`src/sv/rdf_pkg.sv`:
```
// ----------------------------------------------------------------------------
// rdf_pkg
// Shared types and constants for the receive frame deframer.
// ----------------------------------------------------------------------------
package rdf_pkg;

   localparam int QUEUE_DEPTH = 4;

   localparam int LEN_W  = 7;
   localparam int BYTE_W = 8;
   localparam int CORR_W = 7;

   localparam logic [BYTE_W-1:0] FOOT_BYTES = 8'd2;
   localparam int                CRC_OK_BIT = 7;

   localparam logic KIND_DATA   = 1'b0;
   localparam logic KIND_STATUS = 1'b1;

   localparam logic CMD_BYTE  = 1'b0;
   localparam logic CMD_FLUSH = 1'b1;

   localparam logic CSR_MAX_FRAME_LEN = 1'b0;
   localparam logic CSR_BUFFER_SIZE   = 1'b1;

   typedef enum logic [2:0] {
      ST_OK     = 3'd0,
      ST_BADCRC = 3'd1,
      ST_SHORT  = 3'd2,
      ST_LONG   = 3'd3,
      ST_NOSYNC = 3'd4
   } rdf_status_type;

   typedef enum logic [5:0] {
      PH_LEN    = 6'b000001,
      PH_BODY   = 6'b000010,
      PH_SHORT  = 6'b000100,
      PH_FRSSI  = 6'b001000,
      PH_FCORR  = 6'b010000,
      PH_NOSYNC = 6'b100000
   } rdf_phase_type;

   typedef struct packed {
      logic              we;
      logic              index;
      logic [LEN_W-1:0]  wdata;
   } rdf_csr_type;

   typedef struct packed {
      logic               kind;
      logic [BYTE_W-1:0]  data_byte;
      rdf_status_type     frame_status;
      logic [LEN_W-1:0]   deliver_len;
      logic               update;
      logic [BYTE_W-1:0]  rssi_hold;
      logic [CORR_W-1:0]  correlation;
   } rdf_entry_type;

endpackage

```
`src/sv/rdf_if.sv`:
```
// ----------------------------------------------------------------------------
// rdf_if
// Valid/ready channels for deframer input items and result items.
// ----------------------------------------------------------------------------
interface rdf_req_if;
   logic       valid;
   logic       ready;
   logic       cmd;
   logic [7:0] rx_byte;

   modport source (output valid, output cmd, output rx_byte, input ready);
   modport sink   (input valid, input cmd, input rx_byte, output ready);
endinterface

interface rdf_rsp_if;
   logic              valid;
   logic              ready;
   logic              kind;
   logic [7:0]        data_byte;
   logic [2:0]        frame_status;
   logic [6:0]        deliver_len;
   logic signed [7:0] rssi;
   logic [6:0]        correlation;

   modport source (output valid, output kind, output data_byte, output frame_status,
                   output deliver_len, output rssi, output correlation, input ready);
   modport sink   (input valid, input kind, input data_byte, input frame_status,
                   input deliver_len, input rssi, input correlation, output ready);
endinterface

```
`src/sv/rdf_front.sv`:
```
// ----------------------------------------------------------------------------
// rdf_front
// Accepts FIFO bytes and flushes, tracks the frame phase, queues actions.
// ----------------------------------------------------------------------------
module rdf_front
   import rdf_pkg::*;
(
   input  logic          clock,
   input  logic          reset,
   input  rdf_csr_type   csr,
   input  logic          in_valid,
   output logic          in_ready,
   input  logic          in_cmd,
   input  logic [7:0]    in_byte,
   output logic          push_valid,
   input  logic          push_ready,
   output rdf_entry_type push_entry
);

   rdf_phase_type     phase_ff, phase_in;
   logic [LEN_W-1:0]  max_len_ff, max_len_in;
   logic [LEN_W-1:0]  buf_size_ff, buf_size_in;
   logic [LEN_W-1:0]  frame_len_ff, frame_len_in;
   logic [LEN_W-1:0]  seen_ff, seen_in;
   logic              long_ff, long_in;
   logic [BYTE_W-1:0] rssi_hold_ff, rssi_hold_in;

   logic              accept;
   logic [LEN_W-1:0]  seen_inc;
   logic [LEN_W-1:0]  body_len;
   logic [BYTE_W-1:0] len_minus_foot;

   assign in_ready = push_ready;
   assign accept   = in_valid && push_ready;
   assign seen_inc = seen_ff + LEN_W'(1);
   assign body_len = frame_len_ff - LEN_W'(FOOT_BYTES);
   assign len_minus_foot = in_byte - FOOT_BYTES;

   always_comb begin
      max_len_in   = max_len_ff;
      buf_size_in  = buf_size_ff;
      if (csr.we) begin
         unique case (csr.index)
            CSR_MAX_FRAME_LEN: max_len_in  = csr.wdata;
            CSR_BUFFER_SIZE:   buf_size_in = csr.wdata;
            default: ;
         endcase
      end
   end

   always_comb begin
      phase_in     = phase_ff;
      frame_len_in = frame_len_ff;
      seen_in      = seen_ff;
      long_in      = long_ff;
      rssi_hold_in = rssi_hold_ff;
      push_valid   = 1'b0;
      push_entry   = '0;
      push_entry.frame_status = ST_OK;
      if (accept) begin
         if (in_cmd == CMD_FLUSH) begin
            phase_in     = PH_LEN;
            frame_len_in = '0;
            seen_in      = '0;
            long_in      = 1'b0;
         end else begin
            unique case (phase_ff)
               PH_BODY: begin
                  seen_in = seen_inc;
                  if (seen_inc >= body_len) begin
                     phase_in = PH_FRSSI;
                  end
                  if (!long_ff || (seen_ff < buf_size_ff)) begin
                     push_valid           = 1'b1;
                     push_entry.kind      = KIND_DATA;
                     push_entry.data_byte = in_byte;
                  end
               end
               PH_SHORT: begin
                  seen_in = seen_inc;
                  if (seen_inc >= frame_len_ff) begin
                     phase_in                = PH_LEN;
                     push_valid              = 1'b1;
                     push_entry.kind         = KIND_STATUS;
                     push_entry.frame_status = ST_SHORT;
                  end
               end
               PH_FRSSI: begin
                  rssi_hold_in = in_byte;
                  phase_in     = PH_FCORR;
               end
               PH_FCORR: begin
                  phase_in        = PH_LEN;
                  push_valid      = 1'b1;
                  push_entry.kind = KIND_STATUS;
                  if (long_ff) begin
                     push_entry.frame_status = ST_LONG;
                  end else if (in_byte[CRC_OK_BIT]) begin
                     push_entry.frame_status = ST_OK;
                     push_entry.deliver_len  = body_len;
                     push_entry.update       = 1'b1;
                     push_entry.rssi_hold    = rssi_hold_ff;
                     push_entry.correlation  = in_byte[CORR_W-1:0];
                  end else begin
                     push_entry.frame_status = ST_BADCRC;
                  end
               end
               PH_NOSYNC: ;
               default: begin
                  phase_in = PH_LEN;
                  seen_in  = '0;
                  long_in  = 1'b0;
                  if (in_byte == '0) begin
                     phase_in = PH_LEN;
                  end else if (in_byte > {1'b0, max_len_ff}) begin
                     phase_in                = PH_NOSYNC;
                     push_valid              = 1'b1;
                     push_entry.kind         = KIND_STATUS;
                     push_entry.frame_status = ST_NOSYNC;
                  end else begin
                     frame_len_in = in_byte[LEN_W-1:0];
                     if (in_byte <= FOOT_BYTES) begin
                        phase_in = PH_SHORT;
                     end else begin
                        long_in  = (len_minus_foot > {1'b0, buf_size_ff});
                        phase_in = PH_BODY;
                     end
                  end
               end
            endcase
         end
      end
   end

   always_ff @(posedge clock) begin
      if (reset) begin
         phase_ff     <= PH_LEN;
         max_len_ff   <= '1;
         buf_size_ff  <= '1;
         frame_len_ff <= '0;
         seen_ff      <= '0;
         long_ff      <= 1'b0;
         rssi_hold_ff <= '0;
      end else begin
         phase_ff     <= phase_in;
         max_len_ff   <= max_len_in;
         buf_size_ff  <= buf_size_in;
         frame_len_ff <= frame_len_in;
         seen_ff      <= seen_in;
         long_ff      <= long_in;
         rssi_hold_ff <= rssi_hold_in;
      end
   end

endmodule

```
`src/sv/rdf_queue.sv`:
```
// ----------------------------------------------------------------------------
// rdf_queue
// Short FIFO of actions between the front and back parts.
// ----------------------------------------------------------------------------
module rdf_queue
   import rdf_pkg::*;
#(
   parameter int Depth = QUEUE_DEPTH
)(
   input  logic          clock,
   input  logic          reset,
   input  logic          push_valid,
   output logic          push_ready,
   input  rdf_entry_type push_entry,
   output logic          pop_valid,
   input  logic          pop_ready,
   output rdf_entry_type pop_entry
);

   localparam int AW = (Depth > 1) ? $clog2(Depth) : 1;
   localparam int CW = $clog2(Depth + 1);
   localparam logic [AW-1:0] LAST = AW'(Depth - 1);

   rdf_entry_type   slot_ff [Depth];
   logic [AW-1:0]   wr_ptr_ff, wr_ptr_in;
   logic [AW-1:0]   rd_ptr_ff, rd_ptr_in;
   logic [CW-1:0]   count_ff, count_in;
   logic            do_push, do_pop;

   assign push_ready = (count_ff != CW'(Depth));
   assign pop_valid  = (count_ff != '0);
   assign pop_entry  = slot_ff[rd_ptr_ff];
   assign do_push    = push_valid && push_ready;
   assign do_pop     = pop_valid && pop_ready;

   always_comb begin
      wr_ptr_in = wr_ptr_ff;
      rd_ptr_in = rd_ptr_ff;
      count_in  = count_ff;
      if (do_push) begin
         wr_ptr_in = (wr_ptr_ff == LAST) ? '0 : wr_ptr_ff + AW'(1);
      end
      if (do_pop) begin
         rd_ptr_in = (rd_ptr_ff == LAST) ? '0 : rd_ptr_ff + AW'(1);
      end
      if (do_push && !do_pop) begin
         count_in = count_ff + CW'(1);
      end else if (do_pop && !do_push) begin
         count_in = count_ff - CW'(1);
      end
   end

   always_ff @(posedge clock) begin
      if (reset) begin
         wr_ptr_ff <= '0;
         rd_ptr_ff <= '0;
         count_ff  <= '0;
      end else begin
         wr_ptr_ff <= wr_ptr_in;
         rd_ptr_ff <= rd_ptr_in;
         count_ff  <= count_in;
      end
   end

   always_ff @(posedge clock) begin
      if (do_push) begin
         slot_ff[wr_ptr_ff] <= push_entry;
      end
   end

endmodule

```
`src/sv/rdf_back.sv`:
```
// ----------------------------------------------------------------------------
// rdf_back
// Carries out queued actions: kept link quality and the result register.
// ----------------------------------------------------------------------------
module rdf_back
   import rdf_pkg::*;
(
   input  logic              clock,
   input  logic              reset,
   input  logic              pop_valid,
   output logic              pop_ready,
   input  rdf_entry_type     pop_entry,
   output logic              out_valid,
   input  logic              out_ready,
   output logic              out_kind,
   output logic [7:0]        out_data_byte,
   output logic [2:0]        out_frame_status,
   output logic [6:0]        out_deliver_len,
   output logic signed [7:0] out_rssi,
   output logic [6:0]        out_correlation
);

   logic              valid_ff, valid_in;
   logic              kind_ff;
   logic [BYTE_W-1:0] data_ff;
   rdf_status_type    status_ff;
   logic [LEN_W-1:0]  len_ff;
   logic [BYTE_W-1:0] rssi_ff, rssi_in;
   logic [CORR_W-1:0] corr_ff, corr_in;
   logic              take;

   assign pop_ready = !valid_ff || out_ready;
   assign take      = pop_valid && pop_ready;
   assign valid_in  = take ? 1'b1 : (valid_ff && !out_ready);
   assign rssi_in   = (take && pop_entry.update) ? pop_entry.rssi_hold   : rssi_ff;
   assign corr_in   = (take && pop_entry.update) ? pop_entry.correlation : corr_ff;

   always_ff @(posedge clock) begin
      if (reset) begin
         valid_ff <= 1'b0;
         rssi_ff  <= '0;
         corr_ff  <= '0;
      end else begin
         valid_ff <= valid_in;
         rssi_ff  <= rssi_in;
         corr_ff  <= corr_in;
      end
   end

   always_ff @(posedge clock) begin
      if (take) begin
         kind_ff   <= pop_entry.kind;
         data_ff   <= pop_entry.data_byte;
         status_ff <= pop_entry.frame_status;
         len_ff    <= pop_entry.deliver_len;
      end
   end

   assign out_valid        = valid_ff;
   assign out_kind         = kind_ff;
   assign out_data_byte    = data_ff;
   assign out_frame_status = status_ff;
   assign out_deliver_len  = len_ff;
   assign out_rssi         = $signed(rssi_ff);
   assign out_correlation  = corr_ff;

endmodule

```
`src/sv/radio_rx_frame_deframer_core.sv`:
```
// ----------------------------------------------------------------------------
// radio_rx_frame_deframer_core
// Length-prefixed radio frame deframer: payload bytes out, status per frame.
//
//   channel  dir  handshake      payload
//   req_ch   in   valid/ready    cmd, rx_byte
//   rsp_ch   out  valid/ready    kind, data_byte, frame_status, deliver_len,
//                                rssi, correlation
//   csr_*    in   csr_we         csr_index, csr_wdata
//
// One item per cycle sustained while the action queue has room. A result goes
// from the front phase logic into the action queue, then into the output
// register, before rsp_ch.valid rises. req_ch.ready drops only when the
// action queue is full, i.e. after the result side has held back
// QueueDepth + 1 results (queue plus output register). Synchronous reset.
// ----------------------------------------------------------------------------
module radio_rx_frame_deframer_core
   import rdf_pkg::*;
#(
   parameter int QueueDepth = QUEUE_DEPTH
)(
   input  logic             clock,
   input  logic             reset,
   rdf_req_if.sink          req_ch,
   rdf_rsp_if.source        rsp_ch,
   input  logic             csr_we,
   input  logic             csr_index,
   input  logic [LEN_W-1:0] csr_wdata
);

   rdf_csr_type   csr;
   rdf_entry_type push_entry, pop_entry;
   logic          push_valid, push_ready;
   logic          pop_valid, pop_ready;

   assign csr.we    = csr_we;
   assign csr.index = csr_index;
   assign csr.wdata = csr_wdata;

   rdf_front u_front (
      .clock      (clock),
      .reset      (reset),
      .csr        (csr),
      .in_valid   (req_ch.valid),
      .in_ready   (req_ch.ready),
      .in_cmd     (req_ch.cmd),
      .in_byte    (req_ch.rx_byte),
      .push_valid (push_valid),
      .push_ready (push_ready),
      .push_entry (push_entry)
   );

   rdf_queue #(
      .Depth (QueueDepth)
   ) u_queue (
      .clock      (clock),
      .reset      (reset),
      .push_valid (push_valid),
      .push_ready (push_ready),
      .push_entry (push_entry),
      .pop_valid  (pop_valid),
      .pop_ready  (pop_ready),
      .pop_entry  (pop_entry)
   );

   rdf_back u_back (
      .clock            (clock),
      .reset            (reset),
      .pop_valid        (pop_valid),
      .pop_ready        (pop_ready),
      .pop_entry        (pop_entry),
      .out_valid        (rsp_ch.valid),
      .out_ready        (rsp_ch.ready),
      .out_kind         (rsp_ch.kind),
      .out_data_byte    (rsp_ch.data_byte),
      .out_frame_status (rsp_ch.frame_status),
      .out_deliver_len  (rsp_ch.deliver_len),
      .out_rssi         (rsp_ch.rssi),
      .out_correlation  (rsp_ch.correlation)
   );

endmodule

```
`src/flat_wrapper.sv`:
```
// flat-port wrapper written by rule: the top's interface ports become plain ports
module radio_rx_frame_deframer_core_flat import rdf_pkg::*;
#(
   parameter int QueueDepth = QUEUE_DEPTH
)
  (clock, reset, csr_we, csr_index, csr_wdata, req_ch_valid, req_ch_cmd, req_ch_rx_byte, req_ch_ready, rsp_ch_valid, rsp_ch_kind, rsp_ch_data_byte, rsp_ch_frame_status, rsp_ch_deliver_len, rsp_ch_rssi, rsp_ch_correlation, rsp_ch_ready);
  rdf_req_if req_ch_i ();
  rdf_rsp_if rsp_ch_i ();
  input  logic clock;
  input  logic reset;
  input  logic csr_we;
  input  logic csr_index;
  input  logic [LEN_W-1:0] csr_wdata;
  input wire logic [$bits(req_ch_i.valid)-1:0] req_ch_valid;
  input wire logic [$bits(req_ch_i.cmd)-1:0] req_ch_cmd;
  input wire logic [$bits(req_ch_i.rx_byte)-1:0] req_ch_rx_byte;
  output wire logic [$bits(req_ch_i.ready)-1:0] req_ch_ready;
  output wire logic [$bits(rsp_ch_i.valid)-1:0] rsp_ch_valid;
  output wire logic [$bits(rsp_ch_i.kind)-1:0] rsp_ch_kind;
  output wire logic [$bits(rsp_ch_i.data_byte)-1:0] rsp_ch_data_byte;
  output wire logic [$bits(rsp_ch_i.frame_status)-1:0] rsp_ch_frame_status;
  output wire logic [$bits(rsp_ch_i.deliver_len)-1:0] rsp_ch_deliver_len;
  output wire logic [$bits(rsp_ch_i.rssi)-1:0] rsp_ch_rssi;
  output wire logic [$bits(rsp_ch_i.correlation)-1:0] rsp_ch_correlation;
  input wire logic [$bits(rsp_ch_i.ready)-1:0] rsp_ch_ready;
  assign req_ch_i.valid = req_ch_valid;
  assign req_ch_i.cmd = req_ch_cmd;
  assign req_ch_i.rx_byte = req_ch_rx_byte;
  assign req_ch_ready = req_ch_i.ready;
  assign rsp_ch_valid = rsp_ch_i.valid;
  assign rsp_ch_kind = rsp_ch_i.kind;
  assign rsp_ch_data_byte = rsp_ch_i.data_byte;
  assign rsp_ch_frame_status = rsp_ch_i.frame_status;
  assign rsp_ch_deliver_len = rsp_ch_i.deliver_len;
  assign rsp_ch_rssi = rsp_ch_i.rssi;
  assign rsp_ch_correlation = rsp_ch_i.correlation;
  assign rsp_ch_i.ready = rsp_ch_ready;
  radio_rx_frame_deframer_core #(.QueueDepth(QueueDepth)) u_core (.clock(clock), .reset(reset), .req_ch(req_ch_i), .rsp_ch(rsp_ch_i), .csr_we(csr_we), .csr_index(csr_index), .csr_wdata(csr_wdata));
endmodule
```
`config.mk`:
```
export PLATFORM = sky130hd
export DESIGN_NAME = radio_rx_frame_deframer_core_flat
export DESIGN_NICKNAME = d
export VERILOG_FILES = /design/src/sv/rdf_pkg.sv /design/src/sv/rdf_if.sv /design/src/sv/rdf_front.sv /design/src/sv/rdf_queue.sv /design/src/sv/rdf_back.sv /design/src/sv/radio_rx_frame_deframer_core.sv /design/src/flat_wrapper.sv
export SDC_FILE = /design/constraint.sdc
export NUM_CORES = 1
export LEC_CHECK = 0
export BUFFER_PORTS_ARGS = -buffer_cell sky130_fd_sc_hd__buf_2
export CORE_MARGIN = 2
export CORE_UTILIZATION = 60
export DETAILED_ROUTE_END_ITERATION = 8
export PLACE_DENSITY = 0.86
export SYNTH_ARGS = -nofsm -noshare
export SYNTH_HDL_FRONTEND = slang
export SYNTH_SLANG_ARGS = --single-unit
export TNS_END_PERCENT = 50
```
`constraint.sdc`:
```
create_clock -name clock -period 10.84 [get_ports clock]
set_input_delay 1.626 -clock clock [delete_from_list [all_inputs] [get_ports clock]]
set_output_delay 1.626 -clock clock [all_outputs]
set_load 0.005 [all_outputs]
```
==> results.toml, run 1 <==
[routing]
routed_via_density = 6.01
drtPass1Iterations = 5
num_vias = 5906
postRouteAntennaNets = 0
routed_wl_mm = 20.5
drt_iter0_markers = 540
drcViolationCount = 0
wl_per_cell_um = 20.9

[layout]
final_net_count = 814
multiInputGateArea_um2 = 3470
n_fill_cell = 1089
drive_gt1_share_pct = 21.8
syn_to_final_growth_pct = 12.6
final_cells = 983
seqCellArea_um2 = 6140
antenna_cells = 0

[critical_path]
critPathMaxFanout = 7
cpMostUsedCell = "ha_1"
path_class = "flip-flop to flip-flop"
crit_path_end_kind = "flip-flop"
cp-start-kind = "flip-flop"
crit_arrival_ns = 4.63
critPathMaxStageDelay_ns = 0.49
required_ns = 11.28
critPathSlowestCell = "a2111oi_4"
worstPathCellList = "ha_1, nand3_1, nor2_1, xor2_1, ha_1, and3_1, a221oi_1, o21ai_1, a2111oi_4, a22oi_4, ha_1, inv_1, fa_1, xor2_1, or3_1, a21oi_1"

[die]
floorplan.rows = 46
ioPinCount = 58
fp.dieH_um = 132
coreArea_um2 = 16000
dieWidth_um = 132
design.die.area_um2 = 17500
initial_core_util_pct = 61.9

[global_routing]
track_usage_pct = 23.7
grt_max_degree = 44
grt_first_pass_wirelength_mm = 32.4
grt_pass1_vias = 6004
grt.overflow.total = 0
antenna_found_initial = 0

[clocking]
post_cts_buffers = 0
clkLatencyLatePin_ns = 0.51
path_clk_slew_ns = 0.07
cts_tree = "built"
postCtsHoldBufs = 0
cts_buffers = 24
cts.root.buffer_cell = "clkbuf_16"
cts_buffer_depth = 3
clock_sinks = 227
cts_resized = 0
cts.htree.levels = 1

[synth]
syn_area_per_cell_um2 = 14.2
ys_types = 72
async_reset_ff_share_pct = 0
yosys_most_used_dff = "edfxtp_1"
yosys.area.top_type = "edfxtp_1"
synth-edff-count = 159
synthCells = 695
yosysWarningCount = 0
synth_top_area_share_pct = 48.2
ys_ff_latch = 227
synth_area_leaders = "edfxtp_1 48%, dfxtp_1 14%, mux4_2 8.0%, ha_1 5.3%, mux2i_1 2.8%"
synth_nets = 760
syn-cell-area_um2 = 9900
ys_seq_area_share_pct = 62.0

[sta]
grt_setup_unrepaired = "no"
slew-limit-headroom_pct = 36.9
period_needed_ns = 4.19
hold_violations = 0
slew_viol_final = 0
setup_viol_count_final = 0
tightestPinTransition_ns = 0.947
max_freq_ghz = 0.239
fin_skew_ns = 0.0161
finalSetupTns_ns = 0
finalCritPeriodShare_pct = 38.7

[power_and_ir_drop]
leakage_uw = 0.00427
vdd_drop_max_mv = 0.124
powerDensity_nw_per_um2 = 215

[placement]
port-buffer-count = 57
dpl.hpwl_mm = 14.1
place.gp.congestion = 0.925
dp_cells = 939

[run_status]
status = "finished clean"

[hold_path]
hp-class = "flip-flop to flip-flop"

[job]
maxCapViolations = 0
[cell type report]
type / count / share of cell area (%)
Clock buffer: 32 / 6.20
Clock inverter: 12 / 1.30
Inverter: 34 / 1.14
Multi-Input combinational cell: 402 / 31.1
Sequential cell: 227 / 55.0
Tap cell: 216 / 2.42
Timing Repair Buffer: 60 / 2.76
[final timing paths]
kind	cells after the start	end	start	slack, ns
setup / recovery	16	u_core.u_queue.count_ff[2]	u_core.u_front.seen_ff[0]	6.65
hold reg to reg	2	u_core.u_back.out_valid	u_core.u_back.out_valid	0.47
setup reg to reg	16	u_core.u_queue.count_ff[2]	u_core.u_front.seen_ff[0]	6.65
hold / removal	2	u_core.u_back.out_valid	u_core.u_back.out_valid	0.47
[worst max-delay path: cells and delay by family, from the launching register on]
kind	cells	cell delay, ns
buffers and inverters	1	0.08
DFF	1	0.43
adders and majority gates	4	1.02
and+or+nand+nor	4	0.88
xor gates and xnor gates	2	0.35
AOI/OAI and AO/OA	5	1.35
[registers in the layout, summed over array words and instances (netlist names), 2 cells and up, named ones only]
name,count
u_core.u_front.max_len_ff,7
u_core.u_front.seen_ff,7
u_core.u_front.frame_len_ff,7
u_core.u_back.out_rssi,8
u_core.u_front.buf_size_ff,7
u_core.u_queue.slot_ff,140
u_core.u_back.out_correlation,7
u_core.u_back.out_deliver_len,7
u_core.u_queue.wr_ptr_ff,2
u_core.u_queue.count_ff,3
u_core.u_front.phase_ff,6
u_core.u_back.out_data_byte,8
u_core.u_queue.rd_ptr_ff,2
u_core.u_back.out_frame_status,3
u_core.u_front.rssi_hold_ff,8
[synth_stat cells, drive strengths merged, types with 3 or more instances]
cell type,n
a21o,6
dfxtp,68
inv,34
nor3,12
clkbuf,16
nand4,4
nand2,36
o2111ai,4
o211ai,10
o21ai,11
mux4,35
a211oi,3
nor2b,9
mux2i,28
nand2b,5
buf,16
xnor2,8
and4b,4
a21oi,21
nor3b,3
and2,22
ha,42
nor2,60
a32o,7
xor2,11
edfxtp,159
nor4,3
a2111oi,3
nand3,21
[cell usage in the layout (no fill, tap or decap), types with 6 or more instances in the layout]
cell type	count
nand2_1	36
dfxtp_1	67
buf_2	57
xor2_1	11
a32o_1	7
o21ai_0	9
a21oi_1	21
edfxtp_1	159
and2_1	16
ha_1	42
mux4_2	35
a21o_1	6
inv_1	32
o211ai_1	10
and2_2	6
clkinv_2	6
nand3_1	21
nor2b_1	9
mux2i_1	28
nor3_1	11
nor2_1	58
clkbuf_16	25
xnor2_1	8
[metal layers]
| layer | wire length [um] | vias up | share of wire [%] | GRT usage, % |
|---|---|---|---|---|
| met4 | 496 | 0 | 2.4 | 6.39 |
| met2 | 10300 | 201 | 50 | 41.6 |
| met3 | 1410 | 33 | 6.9 | 4.02 |
| met1 | 8280 | 2952 | 40 | 30.8 |
| met5 | 0 | - | 0 | 0 |
| li1 | - | 2720 | - | - |
[through the flow]
stage               cell area (um^2)  util [%]  setup WS, ns  hold WS, ns  power (uW)
global placement               10300      64.5          6.38        0.451        1540
detailed placement             10300      64.5          6.25        0.463        1570
finish                         11200      69.7          6.65        0.471        2390
CTS                            11200      69.7          6.65        0.472        2410
floorplan                       9900         -          6.69        0.441        1420
global route                   11200      69.7          6.35        0.500        2480
[where the power goes]
part	total, uW	internal (uW)	switching [uW]
Sequential	1070	1030	40.4
Combinational	476	223	252
Clock	845	520	325
[cell families (layout without fill, tap and decap cells)]
group	count (synthesis)	in the layout	share of synthesized area, %
xor+xnor	19	19	1.68
simple gates	193	193	10.4
flops	227	227	62.0
fa+ha+maj	43	43	5.51
compound gates	83	83	6.56
buf+inv	66	138	2.96
mux	64	64	10.9
No activity file was read; power rests on OpenSTA's default activity.
==> run 2: changes to the inputs <==
CORE_UTILIZATION = 55   (was 60)
PLACE_DENSITY = 0.83   (was 0.86)
clock period = 3.8 ns   (was 10.84 ns; I/O delays follow)
==> run 2 against run 1 <==
Cell area rose by 1.3%. First-iteration DRC count fell by 8.3%. Register-to-register slack got worse by 6.4 ns. Maximum frequency rose by 17%. Count of clock-buffer cells in the layout fell by 2. Highest routed layer unchanged. Clock power rose to 2.8 times the previous value. Critical endpoint unchanged. Via count rose by 0.24%. Worst setup slack got worse by 6.4 ns. Wire length fell by 0.55%. Clock skew fell by 0.0075 ns. Power rose to 2.8 times the previous value.
==> results.toml, run 2 (same netlist as run 1, synthesis figures left out) <==
[run_status]
status = "finished clean"

[layout]
final_net_count = 823
drive_gt1_share_pct = 23.5
n_fill_cell = 1258
mostFrequentLayoutCell = "edfxtp_1"
largest_register_ffs = 140
final_cell_mix = "159 x edfxtp_1, 64 x dfxtp_1, 57 x nor2_1, 57 x buf_2, 40 x ha_1"
antenna_cells = 0
final_cells = 1003
utilization_pct = 63.3
syn_to_final_growth_pct = 14.2
regMostFlops = "u_core.u_queue.slot_ff"

[hold_path]
whs_path_depth = 3
min_from = "csr_wdata[5]"
hp-class = "input pin to flip-flop"

[routing]
routed_via_density = 5.90
wl_per_cell_um = 20.4
postRouteAntennaNets = 0
drt_iter0_markers = 495
routed_wl_mm = 20.4
drcViolationCount = 0
num_vias = 5920
drtPass1Iterations = 7

[placement]
place.gp.congestion = 0.890
dpl.hpwl_mm = 13.3
port-buffer-count = 57
dp_cells = 960
dp_slack_ns = -0.0321

[global_routing]
track_usage_pct = 21.1
grt_pass1_vias = 6063
antenna_found_initial = 0
grt.overflow.total = 0
grt_first_pass_wirelength_mm = 32.1
grt_max_degree = 44

[die]
fp.dieH_um = 138
ioPinCount = 58
initial_core_util_pct = 55.5
floorplan.rows = 49
dieWidth_um = 138
design.die.area_um2 = 19100
coreArea_um2 = 17800

[clocking]
cts.root.buffer_cell = "clkbuf_16"
clock_sinks = 227
path_clk_slew_ns = 0.06
postCtsHoldBufs = 0
cts_buffers = 23
cts_tree = "built"
cts_buffer_depth = 3
cts.htree.levels = 1
clkLatencyLatePin_ns = 0.50

[critical_path]
crit_path_end_kind = "flip-flop"
critPathMaxStageDelay_ns = 0.45
reg2reg_depth = 16
reg2reg_from = "u_core.u_front.seen_ff[1]"
cpMostUsedCell = "xor2_1"
cp-start-kind = "flip-flop"
worstPathCellList = "ha_4, nand3_4, nor2_2, xor2_1, ha_1, and3_1, a221oi_2, o21ai_2, a2111oi_4, a22oi_4, ha_2, inv_1, fa_1, xor2_1, or3_1, a21oi_1"
crit_start = "u_core.u_front.seen_ff[1]"
critPathMaxFanout = 4
crit_arrival_ns = 3.99
critPathSlowestCell = "a2111oi_4"
required_ns = 4.21
path_class = "flip-flop to flip-flop"

[sta]
tightestPinTransition_ns = 0.913
fin_skew_ns = 0.00860
period_needed_ns = 3.57
slew_viol_final = 0
fin_ws_ns = 0.226
max_freq_ghz = 0.280
finalSetupTns_ns = 0
setup_viol_count_final = 0
hold_violations = 0
finalCritPeriodShare_pct = 94.0
slew-limit-headroom_pct = 39.1

[power_and_ir_drop]
leakage_uw = 0.00431
powerDensity_nw_per_um2 = 600
vdd_drop_max_mv = 0.448
finalPower_uw = 6780

[job]
maxCapViolations = 0
-- run 2: cell count changes in the layout (fill, tap and decap cells not counted), moves of 2 or more --
cell	change
buf_4	+6
ha_1	-2
clkinv_2	-3
dfxtp_1	-3
nand3_1	-2
clkbuf_16	-2
dfxtp_2	+2
buf_12	+4
-- run 2: area by class of cell --
cell class,instances,area (um^2),area share (%)
flip-flops and latches,227,6140,54.4
multi-input cells,402,3520,31.1
clock buffers,30,632,5.59
repair buffers,70,433,3.83
well taps,229,287,2.54
clock inverters,11,163,1.44
inverters,34,128,1.13
-- run 2: per-layer routing --
layer | global-route usage [%] | vias up | wire length (um)
li1 | - | 2729 | -
met1 | 27.4 | 2965 | 8420
met2 | 36.8 | 181 | 10400
met3 | 3.36 | 45 | 1140
met4 | 6.71 | 0 | 501
met5 | 0 | - | 0
-- run 2: timing repair --
item | CTS | global route
gates resized for setup | 2 | 11
endpoints found under the setup margin | 2 | 2
pin swaps | 1 | 4
setup buffers | 0 | 2
-- run 2: per-stage QoR --
stage                     instance area [um^2]  hold WS (ns)
after floorplan                           9900         0.441
after global placement                   10400         0.456
after detailed placement                 10400         0.467
after CTS                                11200         0.316
after global routing                     11300         0.334
final                                    11300         0.325
-- run 2: worst max-delay path, delay by kind of cell (launching register included) --
kind / cells / cell delay (ns)
AO/OA/AOI/OAI: 5 / 1.14
XOR/XNOR: 2 / 0.29
adder cells (fa/ha/maj): 4 / 0.86
buffers and inverters: 1 / 0.08
flip-flops: 1 / 0.38
AND/OR/NAND/NOR: 4 / 0.75
-- run 2: report_power, final --
| group | internal (uW) | switching, uW |
|---|---|---|
| clock | 1440 | 891 |
| sequential | 2940 | 114 |
| combinational | 656 | 730 |
| total | 5040 | 1740 |
-- run 2: worst paths after layout --
| kind | to | slack [ns] |
|---|---|---|
| worst max-delay path | u_core.u_queue.count_ff[2] | 0.23 |
| worst min-delay path | u_core.u_front.max_len_ff[5] | 0.33 |
| worst max register to register | u_core.u_queue.count_ff[2] | 0.23 |
| worst min register to register | u_core.u_front.buf_size_ff[6] | 0.48 |
